[src/rtl/tpse_pkg.sv]
`default_nettype none
package tpse_pkg;

   // Format characters
   localparam logic [7:0] CH_NUL   = 8'h00;
   localparam logic [7:0] CH_PCT   = 8'h25;
   localparam logic [7:0] CH_STAR  = 8'h2A;
   localparam logic [7:0] CH_PLUS  = 8'h2B;
   localparam logic [7:0] CH_MINUS = 8'h2D;
   localparam logic [7:0] CH_DOT   = 8'h2E;
   localparam logic [7:0] CH_SLASH = 8'h2F;
   localparam logic [7:0] CH_ZERO  = 8'h30;
   localparam logic [7:0] CH_TWO   = 8'h32;
   localparam logic [7:0] CH_THREE = 8'h33;
   localparam logic [7:0] CH_GT    = 8'h3E;
   localparam logic [7:0] CH_UB    = 8'h42;
   localparam logic [7:0] CH_UC    = 8'h43;
   localparam logic [7:0] CH_UD    = 8'h44;
   localparam logic [7:0] CH_LA    = 8'h61;
   localparam logic [7:0] CH_LB    = 8'h62;
   localparam logic [7:0] CH_LD    = 8'h64;
   localparam logic [7:0] CH_LF    = 8'h66;
   localparam logic [7:0] CH_LI    = 8'h69;
   localparam logic [7:0] CH_LM    = 8'h6D;
   localparam logic [7:0] CH_LN    = 8'h6E;
   localparam logic [7:0] CH_LP    = 8'h70;
   localparam logic [7:0] CH_LR    = 8'h72;

   // Argument masks for %n and %m
   localparam logic [7:0] XOR_N = 8'h60;
   localparam logic [7:0] XOR_M = 8'h7F;

   // Decimal clamp and divisors
   localparam logic [16:0] DEC_MAX  = 17'd99999;
   localparam logic [7:0]  DIV_TEN  = 8'd10;
   localparam logic [7:0]  DIV_C    = 8'd96;
   localparam int          NUM_ARGS = 4;
   localparam int          CFG_W    = 16;
   localparam int          DEC_DIGS = 5;

   // Reciprocals for constant division of values below 2^32
   // x/10 = (x * RECIP_TEN) >> 35, x/3 = (x * RECIP_THREE) >> 33
   localparam logic [31:0] RECIP_TEN   = 32'hCCCC_CCCD;
   localparam logic [31:0] RECIP_THREE = 32'hAAAA_AAAB;

   typedef enum logic [4:0] {
      OP_NONE,
      OP_LOAD,
      OP_ADV,
      OP_BACK,
      OP_INC01,
      OP_SWAP01,
      OP_XORN,
      OP_XORM,
      OP_SETB,
      OP_SETD,
      OP_GT,
      OP_APPLY,
      OP_SETDIV,
      OP_HOLD_OP,
      OP_HOLD_KIND,
      OP_CLR_HELD,
      OP_DEC_INIT,
      OP_DEC_PUSH,
      OP_DEC_SETE
   } dp_op_type;

   typedef enum logic [2:0] {
      EM_NONE,
      EM_BYTE,
      EM_PCT,
      EM_TLOW,
      EM_TPLUSB,
      EM_QUOT,
      EM_DIGIT,
      EM_TERM
   } em_type;

   typedef enum logic [1:0] {
      DV_B,
      DV_A,
      DV_C,
      DV_DEC
   } dv_type;

   typedef struct packed {
      logic      latch;
      dp_op_type op;
      em_type    emit;
      logic      flush;
      logic      div_start;
      dv_type    div_sel;
   } cmd_type;

   typedef struct packed {
      logic [7:0] in_byte;
      logic       in_end;
      logic [7:0] held_op;
      logic       div_busy;
      logic       t_ge96;
      logic       dec_more;
      logic       e_last;
      logic       out_free;
   } stat_type;

endpackage
`default_nettype wire

[src/rtl/terminal_parameter_string_expander.sv]
`default_nettype none
// Expands a terminal capability format string, one format byte per transaction,
// into control bytes, one result per transaction on the rsp_ side, the last result
// of each input flagged by rsp_run_last and the closing NUL by rsp_is_terminator.
// The four argument registers are sampled when the first byte of a string is
// taken. One input is in flight at a time. An echoed unknown escape, %B and %C
// with an argument of 96 or more take extra steps; %d/%2/%3 divide once per
// digit converted, then size the field and print each digit in turn. Constant
// divisions use reciprocal multiplies; only %a with '/' runs on the
// one-bit-per-cycle divider. A stalled result in the output register of the
// two-deep result stage holds the sequencer.
module terminal_parameter_string_expander #(
   parameter int ARG_WIDTH = 16
) (
   input  logic        clock,
   input  logic        reset,
   input  logic        req_valid,
   output logic        req_stall,
   input  logic [7:0]  req_format_byte,
   input  logic        req_string_end,
   output logic        rsp_valid,
   input  logic        rsp_stall,
   output logic [7:0]  rsp_out_byte,
   output logic        rsp_run_last,
   output logic        rsp_is_terminator,
   input  logic        psel,
   input  logic        penable,
   input  logic        pwrite,
   input  logic [3:0]  paddr,
   input  logic [31:0] pwdata,
   output logic [31:0] prdata,
   output logic        pready
);
   import tpse_pkg::*;

   logic [NUM_ARGS-1:0][CFG_W-1:0] cfg_ff;
   cmd_type  cmd;
   stat_type stat;

   // Argument registers
   always_ff @(posedge clock) begin
      if (reset) begin
         cfg_ff <= '0;
      end else if (psel && penable && pwrite) begin
         cfg_ff[paddr[3:2]] <= pwdata[CFG_W-1:0];
      end
   end

   assign pready = 1'b1;
   assign prdata = 32'(cfg_ff[paddr[3:2]]);

   tpse_ctrl u_ctrl (
      .clock     (clock),
      .reset     (reset),
      .req_valid (req_valid),
      .req_stall (req_stall),
      .stat      (stat),
      .cmd       (cmd)
   );

   tpse_datapath #(
      .AW (ARG_WIDTH)
   ) u_dp (
      .clock             (clock),
      .reset             (reset),
      .cmd               (cmd),
      .in_byte           (req_format_byte),
      .in_end            (req_string_end),
      .cfg_args          (cfg_ff),
      .rsp_stall         (rsp_stall),
      .stat              (stat),
      .rsp_valid         (rsp_valid),
      .rsp_out_byte      (rsp_out_byte),
      .rsp_run_last      (rsp_run_last),
      .rsp_is_terminator (rsp_is_terminator)
   );

endmodule
`default_nettype wire

[src/rtl/tpse_datapath.sv]
`default_nettype none
module tpse_datapath #(
   parameter int AW = 16
) (
   input  logic                                    clock,
   input  logic                                    reset,
   input  tpse_pkg::cmd_type                       cmd,
   input  logic [7:0]                              in_byte,
   input  logic                                    in_end,
   input  logic [tpse_pkg::NUM_ARGS-1:0][tpse_pkg::CFG_W-1:0] cfg_args,
   input  logic                                    rsp_stall,
   output tpse_pkg::stat_type                      stat,
   output logic                                    rsp_valid,
   output logic [7:0]                              rsp_out_byte,
   output logic                                    rsp_run_last,
   output logic                                    rsp_is_terminator
);
   import tpse_pkg::*;

   localparam int DVW = (AW > 17) ? AW : 17;
   localparam int CW  = $clog2(DVW + 1);

   // Item and argument state
   logic [7:0]    byte_ff;
   logic          end_ff;
   logic [AW-1:0] arg_ff [NUM_ARGS];
   logic [AW-1:0] arg_in [NUM_ARGS];
   logic [1:0]    ptr_ff, ptr_in;
   logic [7:0]    hop_ff, hop_in;
   logic [7:0]    hkind_ff, hkind_in;

   // Divider state
   logic [DVW-1:0] rem_ff, quo_ff, dvs_ff;
   logic [CW-1:0]  cnt_ff;
   logic           busy_ff;
   logic           neg_ff;

   // Decimal state
   logic [DVW-1:0] dec_ff;
   logic [3:0]     dig_ff [DEC_DIGS];
   logic [2:0]     n_ff;
   logic [1:0]     minw_ff;
   logic [2:0]     e_ff;

   // Result staging
   logic       pend_valid_ff;
   logic [7:0] pend_byte_ff;
   logic       pend_term_ff;
   logic       out_valid_ff;
   logic [7:0] out_byte_ff;
   logic       out_last_ff;
   logic       out_term_ff;

   logic [AW-1:0]   t, val, t_mag, val_mag, sq, prod_lo, sq6;
   logic [2*AW-1:0] prod;
   logic [3:0]      r4;
   logic [DVW-1:0]  dvd_sel, dvs_sel;
   logic            neg_sel;
   logic [DVW:0]    shifted, diff;
   logic [31:0]     dvd32;
   logic [63:0]     m10, m3;
   logic [DVW-1:0]  q10, r10, q96;
   logic [32:0]     t_wide;
   logic [DVW-1:0]  dec_init;
   logic [2:0]      didx;
   logic [7:0]      digit_byte;
   logic [7:0]      new_byte;
   logic            new_term;
   logic            out_free;

   assign t      = arg_ff[ptr_ff];
   assign t_mag  = t[AW-1] ? (~t + 1'b1) : t;
   assign val    = (hkind_ff == CH_LP) ? arg_ff[byte_ff[1:0]] : AW'(byte_ff[6:0]);
   assign val_mag = val[AW-1] ? (~val + 1'b1) : val;
   assign prod   = t * val;
   assign prod_lo = prod[AW-1:0];
   assign sq     = neg_ff ? (~quo_ff[AW-1:0] + 1'b1) : quo_ff[AW-1:0];
   assign sq6    = (sq << 2) + (sq << 1);
   assign r4     = t_mag[3:0];
   assign t_wide = 33'(t);
   assign dec_init = t[AW-1] ? '0 :
                     (t_wide > 33'(DEC_MAX)) ? DVW'(DEC_MAX) : DVW'(t);

   // Divider operand select
   always_comb begin
      dvd_sel = DVW'(t_mag);
      dvs_sel = DVW'(DIV_TEN);
      neg_sel = 1'b0;
      case (cmd.div_sel)
         DV_B: begin
            neg_sel = t[AW-1];
         end
         DV_A: begin
            dvs_sel = (val == '0) ? DVW'(1'b1) : DVW'(val_mag);
            neg_sel = t[AW-1] ^ val[AW-1];
         end
         DV_C: begin
            dvd_sel = DVW'(t);
            dvs_sel = DVW'(DIV_C);
         end
         DV_DEC: begin
            dvd_sel = dec_ff;
         end
         default: begin
            neg_sel = 1'b0;
         end
      endcase
   end

   // Constant divisors by reciprocal multiply; 96 is 32 times 3
   assign dvd32 = 32'(dvd_sel);
   assign m10   = 64'(dvd32) * 64'(RECIP_TEN);
   assign q10   = DVW'(m10[63:35]);
   assign r10   = dvd_sel - ((q10 << 3) + (q10 << 1));
   assign m3    = 64'(dvd32 >> 5) * 64'(RECIP_THREE);
   assign q96   = DVW'(m3[63:33]);

   // Restoring division step, used for %a division only
   assign shifted = {rem_ff, quo_ff[DVW-1]};
   assign diff    = shifted - {1'b0, dvs_ff};

   always_ff @(posedge clock) begin
      if (reset) begin
         busy_ff <= 1'b0;
         cnt_ff  <= '0;
      end else if (cmd.div_start) begin
         cnt_ff  <= CW'(DVW);
         dvs_ff  <= dvs_sel;
         neg_ff  <= neg_sel;
         if (cmd.div_sel == DV_A) begin
            busy_ff <= 1'b1;
            rem_ff  <= '0;
            quo_ff  <= dvd_sel;
         end else if (cmd.div_sel == DV_C) begin
            busy_ff <= 1'b0;
            rem_ff  <= '0;
            quo_ff  <= q96;
         end else begin
            busy_ff <= 1'b0;
            rem_ff  <= r10;
            quo_ff  <= q10;
         end
      end else if (busy_ff) begin
         if (!diff[DVW]) begin
            rem_ff <= diff[DVW-1:0];
         end else begin
            rem_ff <= shifted[DVW-1:0];
         end
         quo_ff  <= {quo_ff[DVW-2:0], ~diff[DVW]};
         cnt_ff  <= cnt_ff - 1'b1;
         busy_ff <= (cnt_ff != CW'(1));
      end
   end

   // Argument file, pointer and held bytes
   always_comb begin
      for (int i = 0; i < NUM_ARGS; i++) begin
         arg_in[i] = arg_ff[i];
      end
      ptr_in   = ptr_ff;
      hop_in   = hop_ff;
      hkind_in = hkind_ff;
      case (cmd.op)
         OP_LOAD: begin
            for (int i = 0; i < NUM_ARGS; i++) begin
               arg_in[i] = AW'($signed(cfg_args[i]));
            end
            ptr_in   = '0;
            hop_in   = '0;
            hkind_in = '0;
         end
         OP_ADV: begin
            if (ptr_ff != 2'd3) ptr_in = ptr_ff + 1'b1;
         end
         OP_BACK: begin
            if (ptr_ff != 2'd0) ptr_in = ptr_ff - 1'b1;
         end
         OP_INC01: begin
            arg_in[0] = arg_ff[0] + 1'b1;
            arg_in[1] = arg_ff[1] + 1'b1;
         end
         OP_SWAP01: begin
            arg_in[0] = arg_ff[1];
            arg_in[1] = arg_ff[0];
         end
         OP_XORN: begin
            arg_in[0] = arg_ff[0] ^ AW'(XOR_N);
            arg_in[1] = arg_ff[1] ^ AW'(XOR_N);
         end
         OP_XORM: begin
            arg_in[0] = arg_ff[0] ^ AW'(XOR_M);
            arg_in[1] = arg_ff[1] ^ AW'(XOR_M);
         end
         OP_SETB: begin
            arg_in[ptr_ff] = t + sq6;
         end
         OP_SETD: begin
            // truncating remainder keeps the sign of the argument
            if (t[AW-1]) arg_in[ptr_ff] = t + AW'({r4, 1'b0});
            else arg_in[ptr_ff] = t - AW'({r4, 1'b0});
         end
         OP_GT: begin
            if ($signed(33'($signed(t))) > $signed(33'(hop_ff))) begin
               arg_in[ptr_ff] = t + AW'(byte_ff);
            end
         end
         OP_APPLY: begin
            case (hop_ff)
               CH_MINUS: arg_in[ptr_ff] = t - val;
               CH_PLUS:  arg_in[ptr_ff] = t + val;
               CH_STAR:  arg_in[ptr_ff] = prod_lo;
               default:  arg_in[ptr_ff] = val;
            endcase
         end
         OP_SETDIV: begin
            arg_in[ptr_ff] = sq;
         end
         OP_HOLD_OP: begin
            hop_in = byte_ff;
         end
         OP_HOLD_KIND: begin
            hkind_in = byte_ff;
         end
         OP_CLR_HELD: begin
            hop_in   = '0;
            hkind_in = '0;
         end
         default: begin
            ptr_in = ptr_ff;
         end
      endcase
   end

   always_ff @(posedge clock) begin
      if (reset) begin
         for (int i = 0; i < NUM_ARGS; i++) begin
            arg_ff[i] <= '0;
         end
         ptr_ff   <= '0;
         hop_ff   <= '0;
         hkind_ff <= '0;
      end else begin
         for (int i = 0; i < NUM_ARGS; i++) begin
            arg_ff[i] <= arg_in[i];
         end
         ptr_ff   <= ptr_in;
         hop_ff   <= hop_in;
         hkind_ff <= hkind_in;
      end
   end

   // Input capture
   always_ff @(posedge clock) begin
      if (cmd.latch) begin
         byte_ff <= in_byte;
         end_ff  <= in_end;
      end
   end

   // Decimal digit collection, least significant first
   assign didx       = e_ff - 1'b1;
   assign digit_byte = (didx >= n_ff) ? CH_ZERO : (CH_ZERO + 8'(dig_ff[didx]));

   always_ff @(posedge clock) begin
      if (reset) begin
         n_ff    <= '0;
         e_ff    <= '0;
         minw_ff <= 2'd1;
      end else begin
         case (cmd.op)
            OP_DEC_INIT: begin
               dec_ff  <= dec_init;
               n_ff    <= '0;
               minw_ff <= (byte_ff == CH_TWO) ? 2'd2 :
                          (byte_ff == CH_THREE) ? 2'd3 : 2'd1;
            end
            OP_DEC_PUSH: begin
               dig_ff[n_ff] <= rem_ff[3:0];
               n_ff         <= n_ff + 1'b1;
               dec_ff       <= quo_ff;
            end
            OP_DEC_SETE: begin
               e_ff <= (n_ff < 3'(minw_ff)) ? 3'(minw_ff) : n_ff;
            end
            default: begin
               if (cmd.emit == EM_DIGIT) e_ff <= didx;
            end
         endcase
      end
   end

   // Result byte select
   always_comb begin
      new_term = 1'b0;
      case (cmd.emit)
         EM_BYTE:   new_byte = byte_ff;
         EM_PCT:    new_byte = CH_PCT;
         EM_TLOW:   new_byte = t[7:0];
         EM_TPLUSB: new_byte = t[7:0] + byte_ff;
         EM_QUOT:   new_byte = quo_ff[7:0];
         EM_DIGIT:  new_byte = digit_byte;
         EM_TERM: begin
            new_byte = CH_NUL;
            new_term = 1'b1;
         end
         default:   new_byte = CH_NUL;
      endcase
   end

   // One result is held back so the last one of an item can be flagged
   assign out_free = !out_valid_ff || !rsp_stall;

   always_ff @(posedge clock) begin
      if (reset) begin
         pend_valid_ff <= 1'b0;
         out_valid_ff  <= 1'b0;
      end else begin
         if (cmd.emit != EM_NONE) begin
            pend_valid_ff <= 1'b1;
            pend_byte_ff  <= new_byte;
            pend_term_ff  <= new_term;
            if (pend_valid_ff) begin
               out_valid_ff <= 1'b1;
               out_byte_ff  <= pend_byte_ff;
               out_term_ff  <= pend_term_ff;
               out_last_ff  <= 1'b0;
            end else if (out_valid_ff && !rsp_stall) begin
               out_valid_ff <= 1'b0;
            end
         end else if (cmd.flush && pend_valid_ff) begin
            pend_valid_ff <= 1'b0;
            out_valid_ff  <= 1'b1;
            out_byte_ff   <= pend_byte_ff;
            out_term_ff   <= pend_term_ff;
            out_last_ff   <= 1'b1;
         end else if (out_valid_ff && !rsp_stall) begin
            out_valid_ff <= 1'b0;
         end
      end
   end

   assign rsp_valid         = out_valid_ff;
   assign rsp_out_byte      = out_byte_ff;
   assign rsp_run_last      = out_last_ff;
   assign rsp_is_terminator = out_term_ff;

   // Status to controller
   assign stat.in_byte  = byte_ff;
   assign stat.in_end   = end_ff;
   assign stat.held_op  = hop_ff;
   assign stat.div_busy = busy_ff;
   assign stat.t_ge96   = !t[AW-1] && (t >= AW'(DIV_C));
   assign stat.dec_more = (quo_ff != '0) && (n_ff < 3'd4);
   assign stat.e_last   = (e_ff == 3'd1);
   assign stat.out_free = out_free;

endmodule
`default_nettype wire

[src/rtl/tpse_ctrl.sv]
`default_nettype none
module tpse_ctrl (
   input  logic               clock,
   input  logic               reset,
   input  logic               req_valid,
   output logic               req_stall,
   input  tpse_pkg::stat_type stat,
   output tpse_pkg::cmd_type  cmd
);
   import tpse_pkg::*;

   typedef enum logic [3:0] {
      S_IDLE, S_PROC, S_ECHO, S_BDIV, S_ADIV, S_CDIV, S_CADD2,
      S_DSTART, S_DDIV, S_DPAD, S_DOUT, S_END, S_FLUSH
   } state_type;

   typedef enum logic [3:0] {
      PH_START, PH_LIT, PH_PCT, PH_PLUS, PH_GT1, PH_GT2,
      PH_AOP, PH_AKIND, PH_AVAL, PH_CADD
   } phase_type;

   state_type state_ff, state_in;
   phase_type phase_ff, phase_in;

   always_ff @(posedge clock) begin
      if (reset) begin
         state_ff <= S_IDLE;
         phase_ff <= PH_START;
      end else begin
         state_ff <= state_in;
         phase_ff <= phase_in;
      end
   end

   assign req_stall = (state_ff != S_IDLE);

   // Sequencer
   always_comb begin
      state_in      = state_ff;
      phase_in      = phase_ff;
      cmd.latch     = 1'b0;
      cmd.op        = OP_NONE;
      cmd.emit      = EM_NONE;
      cmd.flush     = 1'b0;
      cmd.div_start = 1'b0;
      cmd.div_sel   = DV_B;
      case (state_ff)
         S_IDLE: begin
            if (req_valid) begin
               cmd.latch = 1'b1;
               if (phase_ff == PH_START) begin
                  cmd.op   = OP_LOAD;
                  phase_in = PH_LIT;
               end
               state_in = S_PROC;
            end
         end
         S_PROC: begin
            if (stat.out_free) begin
               state_in = S_END;
               if (stat.in_byte != CH_NUL) begin
                  case (phase_ff)
                     PH_LIT: begin
                        if (stat.in_byte == CH_PCT) phase_in = PH_PCT;
                        else cmd.emit = EM_BYTE;
                     end
                     PH_PCT: begin
                        phase_in = PH_LIT;
                        case (stat.in_byte)
                           CH_PCT: cmd.emit = EM_PCT;
                           CH_LD, CH_TWO, CH_THREE: begin
                              cmd.op   = OP_DEC_INIT;
                              state_in = S_DSTART;
                           end
                           CH_DOT: begin
                              cmd.emit = EM_TLOW;
                              cmd.op   = OP_ADV;
                           end
                           CH_PLUS: phase_in = PH_PLUS;
                           CH_GT:   phase_in = PH_GT1;
                           CH_LA:   phase_in = PH_AOP;
                           CH_UC:   phase_in = PH_CADD;
                           CH_LI:   cmd.op = OP_INC01;
                           CH_LR:   cmd.op = OP_SWAP01;
                           CH_LN:   cmd.op = OP_XORN;
                           CH_LM:   cmd.op = OP_XORM;
                           CH_UB: begin
                              cmd.div_start = 1'b1;
                              cmd.div_sel   = DV_B;
                              state_in      = S_BDIV;
                           end
                           CH_UD:   cmd.op = OP_SETD;
                           CH_LF:   cmd.op = OP_ADV;
                           CH_LB:   cmd.op = OP_BACK;
                           default: begin
                              // unknown escape is echoed
                              cmd.emit = EM_PCT;
                              state_in = S_ECHO;
                           end
                        endcase
                     end
                     PH_PLUS: begin
                        cmd.emit = EM_TPLUSB;
                        cmd.op   = OP_ADV;
                        phase_in = PH_LIT;
                     end
                     PH_GT1: begin
                        cmd.op   = OP_HOLD_OP;
                        phase_in = PH_GT2;
                     end
                     PH_GT2: begin
                        cmd.op   = OP_GT;
                        phase_in = PH_LIT;
                     end
                     PH_AOP: begin
                        cmd.op   = OP_HOLD_OP;
                        phase_in = PH_AKIND;
                     end
                     PH_AKIND: begin
                        cmd.op   = OP_HOLD_KIND;
                        phase_in = PH_AVAL;
                     end
                     PH_AVAL: begin
                        phase_in = PH_LIT;
                        if (stat.held_op == CH_SLASH) begin
                           cmd.div_start = 1'b1;
                           cmd.div_sel   = DV_A;
                           state_in      = S_ADIV;
                        end else begin
                           cmd.op = OP_APPLY;
                        end
                     end
                     PH_CADD: begin
                        phase_in = PH_LIT;
                        if (stat.t_ge96) begin
                           cmd.div_start = 1'b1;
                           cmd.div_sel   = DV_C;
                           state_in      = S_CDIV;
                        end else begin
                           cmd.emit = EM_TPLUSB;
                           cmd.op   = OP_ADV;
                        end
                     end
                     default: phase_in = PH_LIT;
                  endcase
               end
            end
         end
         S_ECHO: begin
            if (stat.out_free) begin
               cmd.emit = EM_BYTE;
               state_in = S_END;
            end
         end
         S_BDIV: begin
            if (!stat.div_busy) begin
               cmd.op   = OP_SETB;
               state_in = S_END;
            end
         end
         S_ADIV: begin
            if (!stat.div_busy) begin
               cmd.op   = OP_SETDIV;
               state_in = S_END;
            end
         end
         S_CDIV: begin
            if (!stat.div_busy && stat.out_free) begin
               cmd.emit = EM_QUOT;
               state_in = S_CADD2;
            end
         end
         S_CADD2: begin
            if (stat.out_free) begin
               cmd.emit = EM_TPLUSB;
               cmd.op   = OP_ADV;
               state_in = S_END;
            end
         end
         S_DSTART: begin
            cmd.div_start = 1'b1;
            cmd.div_sel   = DV_DEC;
            state_in      = S_DDIV;
         end
         S_DDIV: begin
            if (!stat.div_busy) begin
               cmd.op   = OP_DEC_PUSH;
               state_in = stat.dec_more ? S_DSTART : S_DPAD;
            end
         end
         S_DPAD: begin
            cmd.op   = OP_DEC_SETE;
            state_in = S_DOUT;
         end
         S_DOUT: begin
            if (stat.out_free) begin
               cmd.emit = EM_DIGIT;
               if (stat.e_last) begin
                  cmd.op   = OP_ADV;
                  state_in = S_END;
               end
            end
         end
         S_END: begin
            if (stat.out_free) begin
               if (stat.in_end || stat.in_byte == CH_NUL) begin
                  cmd.emit = EM_TERM;
                  cmd.op   = OP_CLR_HELD;
                  phase_in = PH_START;
               end
               state_in = S_FLUSH;
            end
         end
         S_FLUSH: begin
            if (stat.out_free) begin
               cmd.flush = 1'b1;
               state_in  = S_IDLE;
            end
         end
         default: state_in = S_IDLE;
      endcase
   end

endmodule
`default_nettype wire

[config.mk]
export PLATFORM = sky130hd
export DESIGN_NAME = terminal_parameter_string_expander
export DESIGN_NICKNAME = d
export VERILOG_FILES = /design/src/rtl/tpse_pkg.sv /design/src/rtl/terminal_parameter_string_expander.sv /design/src/rtl/tpse_datapath.sv /design/src/rtl/tpse_ctrl.sv
export SDC_FILE = /design/constraint.sdc
export NUM_CORES = 2
export LEC_CHECK = 0
export BUFFER_PORTS_ARGS = -buffer_cell sky130_fd_sc_hd__buf_2
export CAP_MARGIN = 10
export CORE_MARGIN = 2
export CORE_UTILIZATION = 40
export CTS_BUF_LIST = sky130_fd_sc_hd__clkbuf_8
export DETAILED_ROUTE_END_ITERATION = 10
export PLACE_DENSITY = 0.54
export SLEW_MARGIN = 20
export SYNTH_ARGS = -nofsm -noshare
export SYNTH_HDL_FRONTEND = slang
export SYNTH_HIERARCHICAL = 1
export SYNTH_SLANG_ARGS = --single-unit
export TNS_END_PERCENT = 5
[constraint.sdc]
create_clock -name clock -period 11.6 [get_ports clock]
set_clock_uncertainty 0.1 [all_clocks]
set_input_delay 1.16 -clock clock [delete_from_list [all_inputs] [get_ports clock]]
set_output_delay 1.16 -clock clock [all_outputs]
set_load 0.05 [all_outputs]
# Yosys cells after proc, flatten, opt, wreduce, memory -nomap -nowiden

Memory sizes are Yosys's and may differ from the RTL's. A register that Yosys moved wholly into a read port is not among the register bits.
Index checks and enable logic that the tools add are counted.

Multipliers: 3
Add/sub/neg operators: 22
Order comparisons: 10
Reduce and logical (&&, ||, !) cells: 52
Bitwise logic cells: 16
Muxes and demuxes: 148
Equality and inequality tests: 91

Operators with widths:

| cell                                                                   | count |
|---|---|
| 64-bit bitwise mux                                                     | 10 |
| 32-bit case mux with 10 select lines                                   | 1 |
| 16-bit two-way mux                                                     | 12 |
| 32-bit case mux with 6 select lines                                    | 1 |
| 64-bit case mux with 3 select lines                                    | 1 |
| 17-bit two-way mux                                                     | 11 |
| 64-bit two-way mux                                                     | 2 |
| 17-bit case mux with 2 select lines                                    | 3 |
| 8-bit by 7-bit == test with 1-bit output (second input constant)       | 12 |
| 4-bit two-way mux                                                      | 24 |
| 16-bit by 1-bit adder with 16-bit output (second input constant)       | 5 |
| 8-bit by 6-bit == test with 1-bit output (second input constant)       | 10 |
| 16-bit demux with 2-bit select                                         | 2 |
| 8-bit two-way mux                                                      | 8 |
| 17-bit by 32-bit multiplier with 49-bit output (second input constant) | 1 |
| 16-bit adder                                                           | 3 |
| 16-bit inverter                                                        | 3 |
| 8-bit case mux with 6 select lines                                     | 1 |
| 5-bit case mux with 9 select lines                                     | 1 |
| 12-bit by 32-bit multiplier with 44-bit output (second input constant) | 1 |
| 4-bit case mux with 11 select lines                                    | 1 |
| 5-bit by 4-bit == test with 1-bit output (second input constant)       | 8 |
| 5-bit case mux with 8 select lines                                     | 1 |
| 4-bit case mux with 3 select lines                                     | 3 |
| 86 further kinds                                                       | 217 |

Bits of input ports: 52
Register bits: 203
Memories: 2
Logic and storage cells: 373
RAM bits: 84
Output and inout port bits: 45

Memories:

| name        | depth | bits a word | rd ports | clocked after Yosys merged registers in | write ports | line                | RTL |
|---|---|---|---|---|---|---|---|
| u_dp.arg_ff | 4     | 16          | 6        | 2                                       | 4           | tpse_datapath.sv:26 | `logic [AW-1:0] arg_ff [NUM_ARGS];` |
| u_dp.dig_ff | 5     | 4           | 1        | 0                                       | 1           | tpse_datapath.sv:40 | `logic [3:0] dig_ff [DEC_DIGS];` |

# Depth between registers and ports, before layout

Depth in word-level cells: 15
Depth in mapped cells: 55
Depth with buffers taken out: 50

# Hierarchy

The synthesis kept the hierarchy.

By module, submodules not included:

| module                             | area each (µm²) | cells each | instances | seq. area each (µm²) |
|---|---|---|---|---|
| tpse_datapath                      | 31,423.9        | 3,739      | 1         | 5,525.3 |
| terminal_parameter_string_expander | 3,124.2         | 291        | 1         | 1,281.2 |
| tpse_ctrl                          | 1,612.8         | 241        | 1         | 160.2 |

# Worst setup path before layout

Ideal clock, no wire load.

Path kind: flip-flop to flip-flop
Start point: reg (tool-made name)
End point: reg u_dp.rem_ff[16], data pin
Path buffers: 7
Slack: -0.362 ns
Period minus slack after synthesis: 11.962 ns
Required time: 11.229 ns
Arrival time: 11.591 ns
Stages on the path, launching flop included: 54
Setup time: 0.271 ns
Cell sequence: dfxtp_1 buf_2 buf_4 mux4_2 clkbuf_1 clkbuf_1 a21oi_1 a21oi_1 nand3_1 o21ai_0 ha_1 clkbuf_1 clkbuf_1 buf_1 nor2_1 mux2i_1 o21ai_0 ha_1 [... 18 more ...] o21ai_0 a21oi_1 nor2b_1 nor2_1 xnor2_1 fa_1 inv_1 ha_1 a21oi_1 o21bai_1 a21oi_1 o21ai_0 nor4_1 o41ai_1 a21oi_1 xnor2_1 xnor2_1 o22ai_1

RTL lines:

| item                   | line                 | RTL |
|---|---|---|
| end signal: assignment | tpse_datapath.sv:140 | `rem_ff <= r10;` |
| end signal: assignment | tpse_datapath.sv:145 | `rem_ff <= diff[DVW-1:0];` |
| end signal: assignment | tpse_datapath.sv:147 | `rem_ff <= shifted[DVW-1:0];` |
| end: declaration       | tpse_datapath.sv:33  | `logic [DVW-1:0] rem_ff, quo_ff, dvs_ff;` |

==> flow_summary.ini <==
[run_status]
status = complete, no violations

[route]
drtIter0Drc = 3449
drc = 0
wl_per_cell_um = 23.0
ant_nets = 0
drt_pre_antenna_iters = 8
vias = 33600
routed_via_density = 5.81
routed_wl_um = 133000

[timing]
hold_violations = 0
min_period_over_period_pct = 96.4
tightest_slew_ns = 1.19
relSlewSlack_pct = 20.0
setup_viol = 0
min_period_ns = 11.19
max_freq_mhz = 89.4
drv_slew = 0

[logic_synthesis]
synthCells = 4271
ys_warn_count = 6
synthFlopType = dfxtp_1
synth_common_cells = inv_1, ha_1, nor2_1
yosys-top-cells-area = fa_1, ha_1, dfxtp_1
synth_top_area_share_pct = 13.5
yosysMostFrequentCell = inv_1
yosys_register_bits = 290
seq_area_frac_synth_pct = 19.3
synth.distinct_cells = 107
synth-edff-count = 116
synth.avg_cell_area_sq_um = 8.47
synth_largest_area_cell = fa_1
syn_area_sq_um = 36200
async_reset_ff_share_pct = 0

[worst_setup_path]
slowest_stage = mux4_2
worstSetupEndpointType = flop
worst_path_largest_cell_delay_ns = 0.55
timing.rr.end = u_dp/rem_ff[16]$_DFFE_PP_
critPathKind = reg -> reg
reg2regPathDepth = 49
critical_path_buf_inv_count = 12
critPathTopFamily = adder cells
ff2ff_setup_slack_ns = 0.41
cp_common_cell = buf_4
critPathRequiredTime_ns = 11.92
cp-start-kind = flop
worstPathMaxFanout = 6
critPathArrivalTime_ns = 11.51

[worst_hold_path]
hold_depth = 0
min_from = u_dp/pend_byte_ff[6]$_SDFFCE_PN0P_
min_to = u_dp/rsp_out_byte[6]$_DFFE_PP_
hold_class = reg -> reg

[cells_and_area]
diodes = 0
final_nets = 5218
utilization_pct = 46.3
final_layout_size_suffix_gt1_share_pct = 16.1
fin_area_sq_um = 41500
area_growth_pct = 14.8

[floorplanning]
ioPinCount = 97
die_area_sq_um = 92800
dieHeight_um = 305
core_sq_um = 89700
start_util_pct = 40.3
dieWidth_um = 305
num_rows = 110

[clock_tree]
cts_root_buffer = clkbuf_8
clk_latency_ns = 0.71
ctsHoldBuffers = 0
numCtsBuffers = 51
cts_tree = done
cts_sinks = 290
htreeDepth = 2
clkTransAtPathRegs_ns = 0.06
cts.path.max_buffers = 3

[global_route]
gr-total-overflow = 0
grt_usage_pct = 28.0
grt_pass1_vias = 32300
antenna_found_initial = 0
grt_first_pass_wirelength_um = 201000
grt_max_degree = 176

[place]
io_buffers = 61
dpl.hpwl_um = 103000
globalplace.congestion = 0.978
placed_cell_area_sq_um = 40000

[flow_run]
maxCapViolCount = 0
## through the flow
stage | setup TNS (ns) | cells | worst slack [ns] | hold WS [ns]
floorplan | 0 | 4286 | 0.00497 | 0.300
global placement | -0.654 | 5673 | -0.317 | 0.302
detailed placement | -1.08 | 5673 | -0.397 | 0.306
CTS | 0 | 5767 | 0.0219 | 0.301
global route | -0.0624 | 5774 | -0.0458 | 0.326
finish | 0 | 5774 | 0.413 | 0.305
## metal layers
| layer | GRT usage, % | routed length [um] | vias to the layer above |
|---|---|---|---|
| met5 | 0 | 0 | - |
| li1 | - | - | 15600 |
| met1 | 39.9 | 58900 | 16200 |
| met4 | 9.41 | 4880 | 0 |
| met2 | 42.3 | 57000 | 1495 |
| met3 | 5.38 | 12000 | 273 |
## worst max-delay path by stage
stage | start | endpoint | slack [ns] | depth (start not counted)
final | flop | u_dp/rem_ff[16]$_DFFE_PP_ | 0.41 | 49
after global routing | flop | u_dp/rem_ff[16]$_DFFE_PP_ | -0.05 | 50
after CTS | flop | u_dp/rem_ff[16]$_DFFE_PP_ | 0.02 | 51
after detailed placement | flop | u_dp/rem_ff[16]$_DFFE_PP_ | -0.40 | 52
after global placement | flop | u_dp/rem_ff[16]$_DFFE_PP_ | -0.32 | 52
after floorplan | flop | u_dp/rem_ff[16]$_DFFE_PP_ | 0.005 | 50
## timing repair
action / in CTS / in global routing
endpoints found under the setup margin: 7 / 10
pin swaps: 3 / 40
buffers inserted: 0 / 8
resized for setup: 7 / 81
## cell type report
class	count	area, sq um
sequential	290	6970
tap	1176	1470
clock buffer	61	840
multi-input combinational	3262	26800
timing repair buffer	470	3440
inverter	482	1810
fill	8901	48200
clock inverter	33	224
## state kept, by name (all words and copies together) (netlist names), 16 cells and up, named ones only
signal       cells
u_dp/quo_ff     17
u_dp/rem_ff     17
u_dp/dec_ff     17
u_dp/dig_ff     20
u_dp/arg_ff     64
cfg_ff          64
u_dp/dvs_ff     16
## logic make-up (layout without fill, tap and decap cells)
group           after synthesis  in the layout  share of synthesized area, %
simple gates               1222           1222                          16.5
compound gates             1045           1045                          18.7
buf+inv                     734           1046                          8.10
fa+ha+maj                   611            611                          26.2
flops                       290            290                          19.3
xor+xnor                    206            206                          5.01
mux                         161            161                          6.23
other cells                   2             17                        0.0208
## cells in the final DEF, fill, tap and decap left out, drive strengths merged, types with 19 or more instances in the layout
cell type  netlist  final
o31ai           21     21
nor4            22     22
fa             244    244
nor2           342    342
dfxtp          174    174
edfxtp         116    116
and3            39     39
nor3            84     84
o21ai          234    234
and2            34     34
o221ai          23     23
xnor2          138    138
or3             21     21
buf             72    470
mux2i           98     98
inv            476    493
nand2          315    315
mux4            49     49
a21o            46     46
o22ai           57     57
clkbuf         180     61
o21a            28     28
nand4           26     26
nor2b           52     52
nand2b         111    111
nand3           98     98
o211ai          21     21
a22oi           44     44
clkinv           6     19
a21oi          295    295
a211oi          44     44
ha             365    365
xor2            68     68
a31oi           46     46
Power is not shown: default switching activity piles up to over one toggle a cycle in this logic, so the estimate is an artifact.
